$ cat src/rtl/core/msmg_pkg.sv
`timescale 1ns / 1ps
// ----------------------------------------------------------------------------
// msmg_pkg: shared types and constants
// Mode codes, status codes, motion kinds, controller states and the
// controller/datapath command and status structs.
// ----------------------------------------------------------------------------
package msmg_pkg;

  localparam int MaxJoints = 8;
  localparam int InJoints = 6;

  typedef enum logic [1:0] {
    MODE_TICK  = 2'd0,
    MODE_POSE  = 2'd1,
    MODE_RAMP  = 2'd2,
    MODE_STOP  = 2'd3
  } mode_t;

  typedef enum logic [2:0] {
    ST_IDLE     = 3'd0,
    ST_MOVING   = 3'd1,
    ST_FINISHED = 3'd2,
    ST_ABORTED  = 3'd3,
    ST_REJECTED = 3'd4
  } status_t;

  typedef enum logic [1:0] {
    KIND_IDLE = 2'd0,
    KIND_POSE = 2'd1,
    KIND_RAMP = 2'd2
  } kind_t;

  typedef enum logic [2:0] {
    S_IDLE,
    S_DECODE,
    S_JOINT,
    S_DIV,
    S_WRITE,
    S_DONE,
    S_OUT
  } fsm_state_t;

  // Commands from controller to datapath.
  typedef struct packed {
    logic capture;    // latch the input transaction
    logic decode;     // evaluate the mode, finish simple cases
    logic joint_init; // start work on the current joint
    logic div_step;   // one restoring-divide step
    logic joint_wr;   // commit the current joint
    logic finish;     // settle status and kind after all joints
    logic out_load;   // load the output register
  } cmd_t;

  // Status from datapath to controller.
  typedef struct packed {
    logic need_loop;  // the transaction needs the per-joint loop
    logic need_div;   // the current joint needs a divide
    logic div_done;
    logic last_joint;
  } sts_t;

  localparam logic [15:0] LimLo [MaxJoints] = '{
    16'd425, 16'd720, 16'd315, 16'd320, 16'd790, 16'd330, 16'd0, 16'd0};
  localparam logic [15:0] LimHi [MaxJoints] = '{
    16'd2110, 16'd2720, 16'd2695, 16'd2720, 16'd1595, 16'd2640,
    16'd65535, 16'd65535};
  localparam logic [15:0] HomePos = 16'd1500;

endpackage

$ cat src/rtl/core/msmg_ctrl.sv
`timescale 1ns / 1ps
// ----------------------------------------------------------------------------
// msmg_ctrl: sequencing controller
// Steps the datapath through decode, per-joint work and the output load.
// ----------------------------------------------------------------------------
module msmg_ctrl (
  input  logic            clk,
  input  logic            rst_n,
  input  logic            in_valid,
  output logic            in_stall,
  input  logic            out_full,
  input  msmg_pkg::sts_t  sts,
  output msmg_pkg::cmd_t  cmd
);
  import msmg_pkg::*;

  fsm_state_t state_r, state_nxt;

  always_ff @(posedge clk) begin
    if (!rst_n) begin
      state_r <= S_IDLE;
    end else begin
      state_r <= state_nxt;
    end
  end

  always_comb begin
    state_nxt = state_r;
    case (state_r)
      S_IDLE:   if (in_valid) state_nxt = S_DECODE;
      S_DECODE: state_nxt = sts.need_loop ? S_JOINT : S_OUT;
      S_JOINT:  state_nxt = sts.need_div ? S_DIV : S_WRITE;
      S_DIV:    if (sts.div_done) state_nxt = S_WRITE;
      S_WRITE:  state_nxt = sts.last_joint ? S_DONE : S_JOINT;
      S_DONE:   state_nxt = S_OUT;
      S_OUT:    if (!out_full) state_nxt = S_IDLE;
      default:  state_nxt = S_IDLE;
    endcase
  end

  always_comb begin
    cmd = '0;
    in_stall = 1'b1;
    case (state_r)
      S_IDLE: begin
        in_stall = 1'b0;
        cmd.capture = in_valid;
      end
      S_DECODE: cmd.decode = 1'b1;
      S_JOINT:  cmd.joint_init = 1'b1;
      S_DIV:    cmd.div_step = 1'b1;
      S_WRITE:  cmd.joint_wr = 1'b1;
      S_DONE:   cmd.finish = 1'b1;
      S_OUT:    cmd.out_load = !out_full;
      default:  cmd = '0;
    endcase
  end

endmodule

$ cat src/rtl/core/msmg_dp.sv
`timescale 1ns / 1ps
// ----------------------------------------------------------------------------
// msmg_dp: motion datapath
// Joint registers, clamp, distance max, shared restoring divider, ramp logic.
// ----------------------------------------------------------------------------
module msmg_dp #(
  parameter int NUM_JOINTS = 6,
  parameter int PULSE_BITS = 12
) (
  input  logic                  clk,
  input  logic                  rst_n,
  input  logic                  cfg_we,
  input  logic [7:0]            cfg_step_div,
  input  msmg_pkg::cmd_t        cmd,
  output msmg_pkg::sts_t        sts,
  input  logic [1:0]            in_mode,
  input  logic [2:0]            in_joint_select,
  input  logic [9:0]            in_step_increment,
  input  logic [11:0]           in_single_target,
  input  logic [11:0]           in_targets [msmg_pkg::InJoints],
  output logic [11:0]           pulse [msmg_pkg::InJoints],
  output logic                  busy,
  output logic [2:0]            status
);
  import msmg_pkg::*;

  localparam int JW = (NUM_JOINTS > 1) ? $clog2(NUM_JOINTS) : 1;
  localparam int PW = PULSE_BITS;
  localparam int QW = PW + 12;   // dividend bits for |d| * s (12-bit s)
  localparam int CW = $clog2(QW + 1);
  localparam logic [PW-1:0] PMax = {PW{1'b1}};

  logic [PW-1:0] pos_r    [NUM_JOINTS];
  logic [PW-1:0] mstart_r [NUM_JOINTS];
  logic [PW-1:0] mtgt_r   [NUM_JOINTS];
  logic [11:0]   sidx_r, stot_r;
  kind_t         kind_r;
  logic [JW-1:0] rjoint_r;
  logic          rup_r;
  logic [9:0]    rinc_r;
  logic [7:0]    pstep_r;

  logic [1:0]    mode_r;
  logic [2:0]    sel_r;
  logic [9:0]    inc_r;
  logic [11:0]   single_r;
  logic [11:0]   tgt_r [InJoints];
  status_t       st_r;
  logic [JW-1:0] j_r;
  logic [PW-1:0] maxd_r;

  // divider
  logic [QW-1:0] dvd_r;
  logic [15:0]   dvs_r;
  logic [QW-1:0] quo_r;
  logic [16:0]   rem_r;
  logic [CW-1:0] cnt_r;
  logic          neg_r;
  logic          divbusy_r;

  function automatic logic [PW-1:0] clampj(input int j, input logic [15:0] v);
    logic [15:0] hi, lo, vv;
    hi = (LimHi[j] > 16'(PMax)) ? 16'(PMax) : LimHi[j];
    lo = (LimLo[j] > hi) ? hi : LimLo[j];
    vv = v;
    if (vv < lo) vv = lo;
    if (vv > hi) vv = hi;
    return PW'(vv);
  endfunction

  function automatic logic [PW-1:0] rclamp_f(input logic [JW-1:0] j,
                                             input logic [15:0] v);
    logic [PW-1:0] r;
    r = PW'(v);
    for (int k = 0; k < NUM_JOINTS; k++) if (j == JW'(k)) r = clampj(k, v);
    return r;
  endfunction

  // per-joint pose target
  logic [PW-1:0] ptgt [NUM_JOINTS];
  always_comb begin
    for (int i = 0; i < NUM_JOINTS; i++) begin
      if (i < InJoints) ptgt[i] = clampj(i, 16'(tgt_r[(i < InJoints) ? i : 0]));
      else              ptgt[i] = clampj(i, 16'(pos_r[i]));
    end
  end

  logic [PW-1:0] cur_pos, cur_tgt, cur_st, jdist;
  logic [JW-1:0] rsel;
  logic [PW-1:0] rclamp;
  logic          sel_ok;
  logic [PW:0]   rup_sum;
  logic [PW-1:0] rnew;
  logic [PW-1:0] ddiff;
  logic          dneg;
  logic [16:0]   rem_sh;
  logic [PW:0]   pose_sum;
  logic [11:0]   steps_q;

  assign cur_pos = pos_r[j_r];
  assign cur_tgt = ptgt[j_r];
  assign cur_st  = mstart_r[j_r];
  assign jdist   = (cur_tgt > cur_pos) ? cur_tgt - cur_pos : cur_pos - cur_tgt;
  assign rsel    = sel_r[JW-1:0];
  assign sel_ok  = 32'(sel_r) < NUM_JOINTS;
  assign rclamp  = rclamp_f(rsel, 16'(single_r));
  assign dneg    = mtgt_r[j_r] < mstart_r[j_r];
  assign ddiff   = dneg ? mstart_r[j_r] - mtgt_r[j_r] : mtgt_r[j_r] - mstart_r[j_r];
  assign rem_sh  = {rem_r[15:0], dvd_r[QW-1]};

  // ramp step on the ramp joint
  always_comb begin
    logic [PW-1:0] c, t;
    c = pos_r[rjoint_r];
    t = mtgt_r[rjoint_r];
    rup_sum = {1'b0, c} + (PW+1)'(rinc_r);
    if (rup_r) begin
      rnew = (rup_sum > {1'b0, t}) ? t : rup_sum[PW-1:0];
    end else begin
      rnew = ((PW+1)'(c) >= (PW+1)'(rinc_r)) ? PW'((PW+1)'(c) - (PW+1)'(rinc_r)) : '0;
      if (rnew < t) rnew = t;
    end
  end

  // pose position: start +/- |d|*s/steps
  assign pose_sum = neg_r ? (PW+1)'(cur_st) - (PW+1)'(quo_r)
                          : (PW+1)'(cur_st) + (PW+1)'(quo_r);
  // steps = quotient truncated to 12 bits; below 1 maps to 1
  assign steps_q  = (quo_r == '0) ? 12'd1 : quo_r[11:0];

  assign sts.need_loop  = (mode_r == MODE_TICK && kind_r == KIND_POSE) ||
                          (mode_r == MODE_POSE && kind_r == KIND_IDLE);
  assign sts.need_div   = 1'b1;
  assign sts.div_done   = !divbusy_r;
  assign sts.last_joint = (32'(j_r) == NUM_JOINTS - 1);

  always_ff @(posedge clk) begin
    if (!rst_n) begin
      for (int i = 0; i < NUM_JOINTS; i++) pos_r[i] <= PW'(HomePos) & PMax;
      sidx_r <= '0; stot_r <= 12'd1; kind_r <= KIND_IDLE;
      rjoint_r <= '0; rup_r <= 1'b0; rinc_r <= 10'd1; pstep_r <= 8'd5;
      divbusy_r <= 1'b0;
    end else begin
      if (cfg_we) pstep_r <= cfg_step_div;
      if (cmd.capture) begin
        mode_r <= in_mode; sel_r <= in_joint_select; inc_r <= in_step_increment;
        single_r <= in_single_target; tgt_r <= in_targets;
      end
      if (cmd.decode) begin
        j_r <= '0;
        maxd_r <= '0;
        st_r <= ST_IDLE;
        case (mode_r)
          MODE_TICK: begin
            if (kind_r == KIND_POSE) begin
              sidx_r <= sidx_r + 12'd1;
            end else if (kind_r == KIND_RAMP) begin
              pos_r[rjoint_r] <= rnew;
              if (rnew == mtgt_r[rjoint_r]) begin
                kind_r <= KIND_IDLE; st_r <= ST_FINISHED;
              end else st_r <= ST_MOVING;
            end
          end
          MODE_STOP: if (kind_r != KIND_IDLE) begin
            kind_r <= KIND_IDLE; st_r <= ST_ABORTED;
          end
          default: begin
            if (kind_r != KIND_IDLE) st_r <= ST_REJECTED;
            else if (mode_r == MODE_POSE) st_r <= ST_IDLE;
            else if (sel_ok) begin
              rjoint_r <= rsel;
              rinc_r <= (inc_r == '0) ? 10'd1 : inc_r;
              mstart_r[rsel] <= pos_r[rsel];
              mtgt_r[rsel] <= rclamp;
              if (rclamp == pos_r[rsel]) st_r <= ST_FINISHED;
              else begin
                rup_r <= rclamp > pos_r[rsel];
                kind_r <= KIND_RAMP; st_r <= ST_MOVING;
              end
            end
          end
        endcase
      end
      if (cmd.joint_init) begin
        divbusy_r <= 1'b1;
        cnt_r <= CW'(QW);
        rem_r <= '0;
        quo_r <= '0;
        if (mode_r == MODE_POSE) begin
          // pose start: record joint, divide the running max distance by the divisor
          mstart_r[j_r] <= cur_pos;
          mtgt_r[j_r] <= cur_tgt;
          if (jdist > maxd_r) maxd_r <= jdist;
          neg_r <= 1'b0;
          dvd_r <= QW'((jdist > maxd_r) ? jdist : maxd_r);
          dvs_r <= (pstep_r == '0) ? 16'd1 : 16'(pstep_r);
        end else begin
          neg_r <= dneg;
          dvd_r <= QW'(ddiff) * QW'(sidx_r);
          dvs_r <= 16'(stot_r);
        end
      end
      if (cmd.div_step && divbusy_r) begin
        if (rem_sh >= {1'b0, dvs_r}) begin
          rem_r <= rem_sh - {1'b0, dvs_r};
          quo_r <= {quo_r[QW-2:0], 1'b1};
        end else begin
          rem_r <= rem_sh;
          quo_r <= {quo_r[QW-2:0], 1'b0};
        end
        dvd_r <= {dvd_r[QW-2:0], 1'b0};
        cnt_r <= cnt_r - CW'(1);
        if (cnt_r == CW'(1)) divbusy_r <= 1'b0;
      end
      if (cmd.joint_wr) begin
        if (mode_r != MODE_POSE) pos_r[j_r] <= pose_sum[PW-1:0];
        else if (32'(j_r) == NUM_JOINTS - 1) begin
          stot_r <= (steps_q == 12'd0) ? 12'hFFF : steps_q;
        end
        if (32'(j_r) != NUM_JOINTS - 1) j_r <= j_r + JW'(1);
      end
      if (cmd.finish) begin
        if (mode_r == MODE_POSE) begin
          sidx_r <= '0; kind_r <= KIND_POSE; st_r <= ST_MOVING;
        end else if (sidx_r >= stot_r) begin
          kind_r <= KIND_IDLE; st_r <= ST_FINISHED;
        end else st_r <= ST_MOVING;
      end
    end
  end

  always_comb begin
    for (int i = 0; i < InJoints; i++)
      pulse[i] = (i < NUM_JOINTS) ? 12'(pos_r[i < NUM_JOINTS ? i : 0]) : 12'd0;
    busy = kind_r != KIND_IDLE;
    status = st_r;
  end

endmodule

$ cat src/rtl/core/multi_joint_servo_motion_generator.sv
`timescale 1ns / 1ps
// Stops, ramp ticks, ramp and rejected starts go from decode straight to the output load;
// a pose tick or pose start also steps through every joint, each one visiting the shared
// bit-serial divider before its joint is written.
// Throughput: one transaction at a time; the next is taken in the cycle after the result
// loads, later while the previous result waits on out_stall.
// Reset: synchronous active-low rst_n; joints return to 1500, motion idle, divisor 5.
// ----------------------------------------------------------------------------
// multi_joint_servo_motion_generator: six-joint servo interpolator
// Pose moves by linear interpolation and single-joint ramps, one result per
// input transaction.
// ----------------------------------------------------------------------------
module multi_joint_servo_motion_generator #(
  parameter int NUM_JOINTS = 6,
  parameter int PULSE_BITS = 12
) (
  input  logic        clk,
  input  logic        rst_n,
  input  logic        cfg_we,
  input  logic [7:0]  cfg_step_div,
  input  logic        in_valid,
  output logic        in_stall,
  input  logic [1:0]  in_mode,
  input  logic [2:0]  in_joint_select,
  input  logic [9:0]  in_step_increment,
  input  logic [11:0] in_single_target,
  input  logic [11:0] in_target_0,
  input  logic [11:0] in_target_1,
  input  logic [11:0] in_target_2,
  input  logic [11:0] in_target_3,
  input  logic [11:0] in_target_4,
  input  logic [11:0] in_target_5,
  output logic        out_valid,
  input  logic        out_stall,
  output logic [11:0] out_pulse_0,
  output logic [11:0] out_pulse_1,
  output logic [11:0] out_pulse_2,
  output logic [11:0] out_pulse_3,
  output logic [11:0] out_pulse_4,
  output logic [11:0] out_pulse_5,
  output logic        out_busy_res,
  output logic [2:0]  out_status
);
  import msmg_pkg::*;

  cmd_t        cmd;
  sts_t        sts;
  logic [11:0] tg [InJoints];
  logic [11:0] pl [InJoints];
  logic        busy;
  logic [2:0]  status;
  logic        out_valid_r;
  logic [11:0] opl_r [InJoints];
  logic        obusy_r;
  logic [2:0]  ost_r;

  assign tg = '{in_target_0, in_target_1, in_target_2, in_target_3, in_target_4,
                in_target_5};

  msmg_ctrl u_ctrl (
    .clk, .rst_n, .in_valid, .in_stall,
    .out_full(out_valid_r && out_stall), .sts, .cmd
  );

  msmg_dp #(.NUM_JOINTS(NUM_JOINTS), .PULSE_BITS(PULSE_BITS)) u_dp (
    .clk, .rst_n, .cfg_we, .cfg_step_div, .cmd, .sts,
    .in_mode, .in_joint_select, .in_step_increment, .in_single_target,
    .in_targets(tg), .pulse(pl), .busy, .status
  );

  // Output register: load on the controller's request, drop when taken.
  always_ff @(posedge clk) begin
    if (!rst_n) begin
      out_valid_r <= 1'b0;
    end else if (cmd.out_load) begin
      out_valid_r <= 1'b1;
    end else if (!out_stall) begin
      out_valid_r <= 1'b0;
    end
  end

  always_ff @(posedge clk) begin
    if (cmd.out_load) begin
      opl_r <= pl; obusy_r <= busy; ost_r <= status;
    end
  end

  assign out_valid = out_valid_r;
  assign out_pulse_0 = opl_r[0];
  assign out_pulse_1 = opl_r[1];
  assign out_pulse_2 = opl_r[2];
  assign out_pulse_3 = opl_r[3];
  assign out_pulse_4 = opl_r[4];
  assign out_pulse_5 = opl_r[5];
  assign out_busy_res = obusy_r;
  assign out_status = ost_r;

endmodule

$ cat config.mk
export PLATFORM = sky130hd
export DESIGN_NAME = multi_joint_servo_motion_generator
export DESIGN_NICKNAME = d
export VERILOG_FILES = /design/src/rtl/core/msmg_pkg.sv /design/src/rtl/core/msmg_ctrl.sv /design/src/rtl/core/msmg_dp.sv /design/src/rtl/core/multi_joint_servo_motion_generator.sv
export SDC_FILE = /design/constraint.sdc
export NUM_CORES = 2
export LEC_CHECK = 0
export ABC_AREA = 1
export BUFFER_PORTS_ARGS = -buffer_cell sky130_fd_sc_hd__buf_2
export CAP_MARGIN = 0
export CORE_ASPECT_RATIO = 0.9
export CORE_MARGIN = 2
export CORE_UTILIZATION = 35
export CTS_CLUSTER_SIZE = 25
export DETAILED_ROUTE_END_ITERATION = 7
export PLACE_DENSITY = 0.6
export SETUP_SLACK_MARGIN = 0.2
export SYNTH_ARGS = -nofsm -noshare
export SYNTH_HDL_FRONTEND = slang
export SYNTH_SLANG_ARGS = --single-unit
$ cat constraint.sdc
create_clock -name clk -period 17.8 [get_ports clk]
set_input_delay 1.78 -clock clk [delete_from_list [all_inputs] [get_ports clk]]
set_output_delay 1.78 -clock clk [all_outputs]
set_load 0.01 [all_outputs]
==> flow_summary.ini <==
[status]
status = complete, no violations

[detailed_routing]
drtIter0Drc = 3202
vias_per_cell = 5.30
first_pass_iters = 7
detail-route-antenna-nets = 0
route.detailed.drc = 0
routed_wl_um = 114000
routedWlPerCell_um = 19.3
dr_total_vias = 31300

[die]
dieArea_um2 = 110000
die_height_um = 315
io_pins = 190
initial_core_util = 0.354
rows = 113
die_w_um = 349
core_um2 = 106000

[global_routing]
grt_pass1_vias = 30100
gr-total-overflow = 0
grt_start_max_net_pins = 88
antenna_found_initial = 6
grt_usage = 0.206
grt_use_met1 = 0.285
use_met2 = 0.330
top_usage_layer = met2
grt_pass1_wl_um = 175000
met3_usage = 0.0368

[sta]
worst_pin_slew_ns = 1.37
relSlewSlack = 0.0745
tns_ns = 0
finalWorstSetupSlack_ns = 6.25
fin_crit_sh = 0.649
hold_viol = 0
skew_ns = 0.0327
fmax_ghz = 0.0866
drv_slew = 0
rsz0062_at_grt = false
whs_ns = 0.472
layout_min_cycle_time_ns = 11.55
setup_viol = 0

[final_layout]
finish.utilization = 0.399
nFillCells = 10500
area_growth_pct = 12.5
drive_above_1_share = 0.0863
fin_nets = 4904

[job]
max-cap-violations = 0

[clocking]
cts_tree = built
clk_latency_ns = 0.65
h-tree-depth = 3
ctsHoldBuffers = 0
cts_setup_buffers = 0
clk_pin_slew_ns = 0.06
cts_buffers = 67
cts_num_sinks = 577
ctsRootBufferMaster = clkbuf_16
post_cts_resize_count = 0
clk_path_buf_depth = 3

[power_and_ir_drop]
vdd_drop_max_uv = 129
power.density_nw_per_um2 = 169
power_leakage_uw = 0.0175

[critical_path]
cp_top_family = adder cells
setup.worst_path.end = u_dp.dvd_r[23]$_DFFE_PP_
end_kind = register
r2r_cells = 46
reg2reg_slack_ns = 6.25
rr_endpoint = u_dp.dvd_r[23]$_DFFE_PP_
cp.arrival_ns = 11.94
critPathBufInv = 10
cpMaxStageDelayCell = xor2_1
slowest_delay_ns = 0.76
crit_top_cell = nand2_1
path_depth = 46
path_max_fanout = 70
crit_type = reg2reg
cp-start-kind = register
cp.required_ns = 18.18

[yosys]
synthDominantCellAreaShare = 0.412
seq_area_frac_synth = 0.445
synth_seq_cells = 577
yosys.area.top_type = edfxtp_1
synth.cell_area_um2 = 37500
ys_top_cells_by_area = edfxtp_1 41%, nand2_1 8.2%, ha_1 7.3%, inv_1 6.3%, o21ai_0 6.0%
synth.distinct_cells = 65
synth_fp_nets = 4776
synth_edf_count = 515
synth_ff_type = edfxtp_1
syn_avg_cell_area_um2 = 8.65
synthCells = 4337
ys_async_sr_fraction = 0
synth_warnings = 0

[place]
place_congestion = 0.932
dp_slack_ns = 6.37
port_buffers = 189
dp.final_hpwl_um = 85300

[min_path]
hold_path.class = reg2reg
==> sequential cells by signal, summed over array words and instances (netlist names), 5 cells and up, named ones only <==
name           count
u_dp.single_r     12
out_pulse_2       12
u_dp.pstep_r       8
out_pulse_5       12
out_pulse_3       12
u_dp.quo_r        24
u_dp.dvd_r        24
u_dp.stot_r       12
u_dp.tgt_r        72
out_pulse_1       12
u_dp.dvs_r        12
u_dp.rem_r        16
u_dp.mstart_r     72
u_dp.rinc_r       10
out_pulse_4       12
u_dp.mtgt_r       72
u_dp.cnt_r         5
u_dp.inc_r        10
u_dp.maxd_r       12
out_pulse_0       12
u_dp.pos_r        96
u_dp.sidx_r       12
==> how the worst min path moves through the flow <==
stage | from | endpoint | slack [ns] | cells past startpoint
final | u_dp.pos_r[0][1]$_SDFFCE_PN0P_ | out_pulse_0[1]$_DFFE_PP_ | 0.47 | 0
after floorplan | u_dp.status[0]$_DFFE_PP_ | out_status[0]$_DFFE_PP_ | 0.40 | 0
after CTS | u_dp.pos_r[0][1]$_SDFFCE_PN0P_ | out_pulse_0[1]$_DFFE_PP_ | 0.47 | 0
after global placement | u_dp.pos_r[0][1]$_SDFFCE_PN0P_ | out_pulse_0[1]$_DFFE_PP_ | 0.46 | 0
after detailed placement | u_dp.pos_r[0][1]$_SDFFCE_PN0P_ | out_pulse_0[1]$_DFFE_PP_ | 0.46 | 0
after global routing | u_dp.pos_r[0][1]$_SDFFCE_PN0P_ | out_pulse_0[1]$_DFFE_PP_ | 0.48 | 0
==> final cells by class <==
cell class                      instances  area, µm²  area share
Inverter                              642       2410      0.0572
Antenna cell                            1       2.50   0.0000593
Clock inverter                         43        502      0.0119
Timing Repair Buffer                  233       1280      0.0302
Sequential cell                       577      16700       0.396
Multi-Input combinational cell       2944      17800       0.421
Clock buffer                           81       1810      0.0429
Tap cell                             1380       1730      0.0409
==> power breakdown <==
group | leakage (µW) | total, µW | switching (µW) | internal, µW
Sequential | 0.00506 | 1790 | 105 | 1680
Combinational | 0.0113 | 3890 | 2770 | 1120
Clock | 0.00111 | 1450 | 594 | 853
==> routing by layer <==
layer	share of wire	wire, µm
met5	0.00032	37
met4	0.030	3420
met3	0.075	8550
met2	0.45	51500
met1	0.44	50600
==> worst reg2reg max path, delay by kind of cell, from the launching register on <==
kind / cells / cell delay (ns)
DFF: 1 / 0.49
buffers and inverters: 10 / 2.09
and+or+nand+nor: 15 / 1.82
adders and majority gates: 7 / 3.47
xor gates and xnor gates: 1 / 0.76
AOI/OAI and AO/OA: 13 / 2.68
==> through the flow <==
stage / total power (µW) / cell area, µm² / std cells
floorplan: 4500 / 37500 / 4337
global placement: 5620 / 39900 / 5776
detailed placement: 5670 / 39900 / 5776
CTS: 7140 / 42200 / 5900
global route: 7680 / 42200 / 5900
finish: 7130 / 42200 / 5901
==> kinds of logic (layout without fill, tap and decap cells) <==
kind of cell | count (synthesis) | in the layout | synth area share
XOR/XNOR | 80 | 80 | 0.0187
AND/OR/NAND/NOR | 1475 | 1475 | 0.162
other | 0 | 1 | 0
multiplexers | 3 | 3 | 0.000800
flip-flops | 577 | 577 | 0.445
adder cells (fa/ha/maj) | 327 | 327 | 0.131
buffers and inverters | 816 | 999 | 0.0835
AO/OA/AOI/OAI | 1059 | 1059 | 0.160
==> placed cells by master, fill, tap and decap left out, types with 59 or more instances in the layout <==
| master | n |
|---|---|
| a21oi_1 | 368 |
| buf_2 | 189 |
| clkbuf_16 | 69 |
| dfxtp_1 | 59 |
| edfxtp_1 | 515 |
| fa_1 | 108 |
| ha_1 | 219 |
| inv_1 | 624 |
| nand2_1 | 822 |
| nand3_1 | 186 |
| nor2_1 | 338 |
| o21ai_0 | 450 |
| xor2_1 | 66 |
==> synthesized netlist by cell type (all sizes together), types with 9 or more instances <==
| cell type | n |
|---|---|
| a21oi | 372 |
| nand3 | 191 |
| xor2 | 66 |
| o21ai | 466 |
| nor2 | 349 |
| inv | 630 |
| o211ai | 29 |
| nand2 | 834 |
| a31oi | 34 |
| fa | 108 |
| nor3 | 45 |
| ha | 219 |
| xnor2 | 14 |
| dfxtp | 62 |
| a211oi | 9 |
| buf | 33 |
| a221oi | 25 |
| nor4 | 19 |
| nand4 | 21 |
| clkinv | 12 |
| o31ai | 16 |
| a41oi | 9 |
| a32o | 34 |
| edfxtp | 515 |
| clkbuf | 141 |
Note: power is estimated with default switching activity, not from simulation.
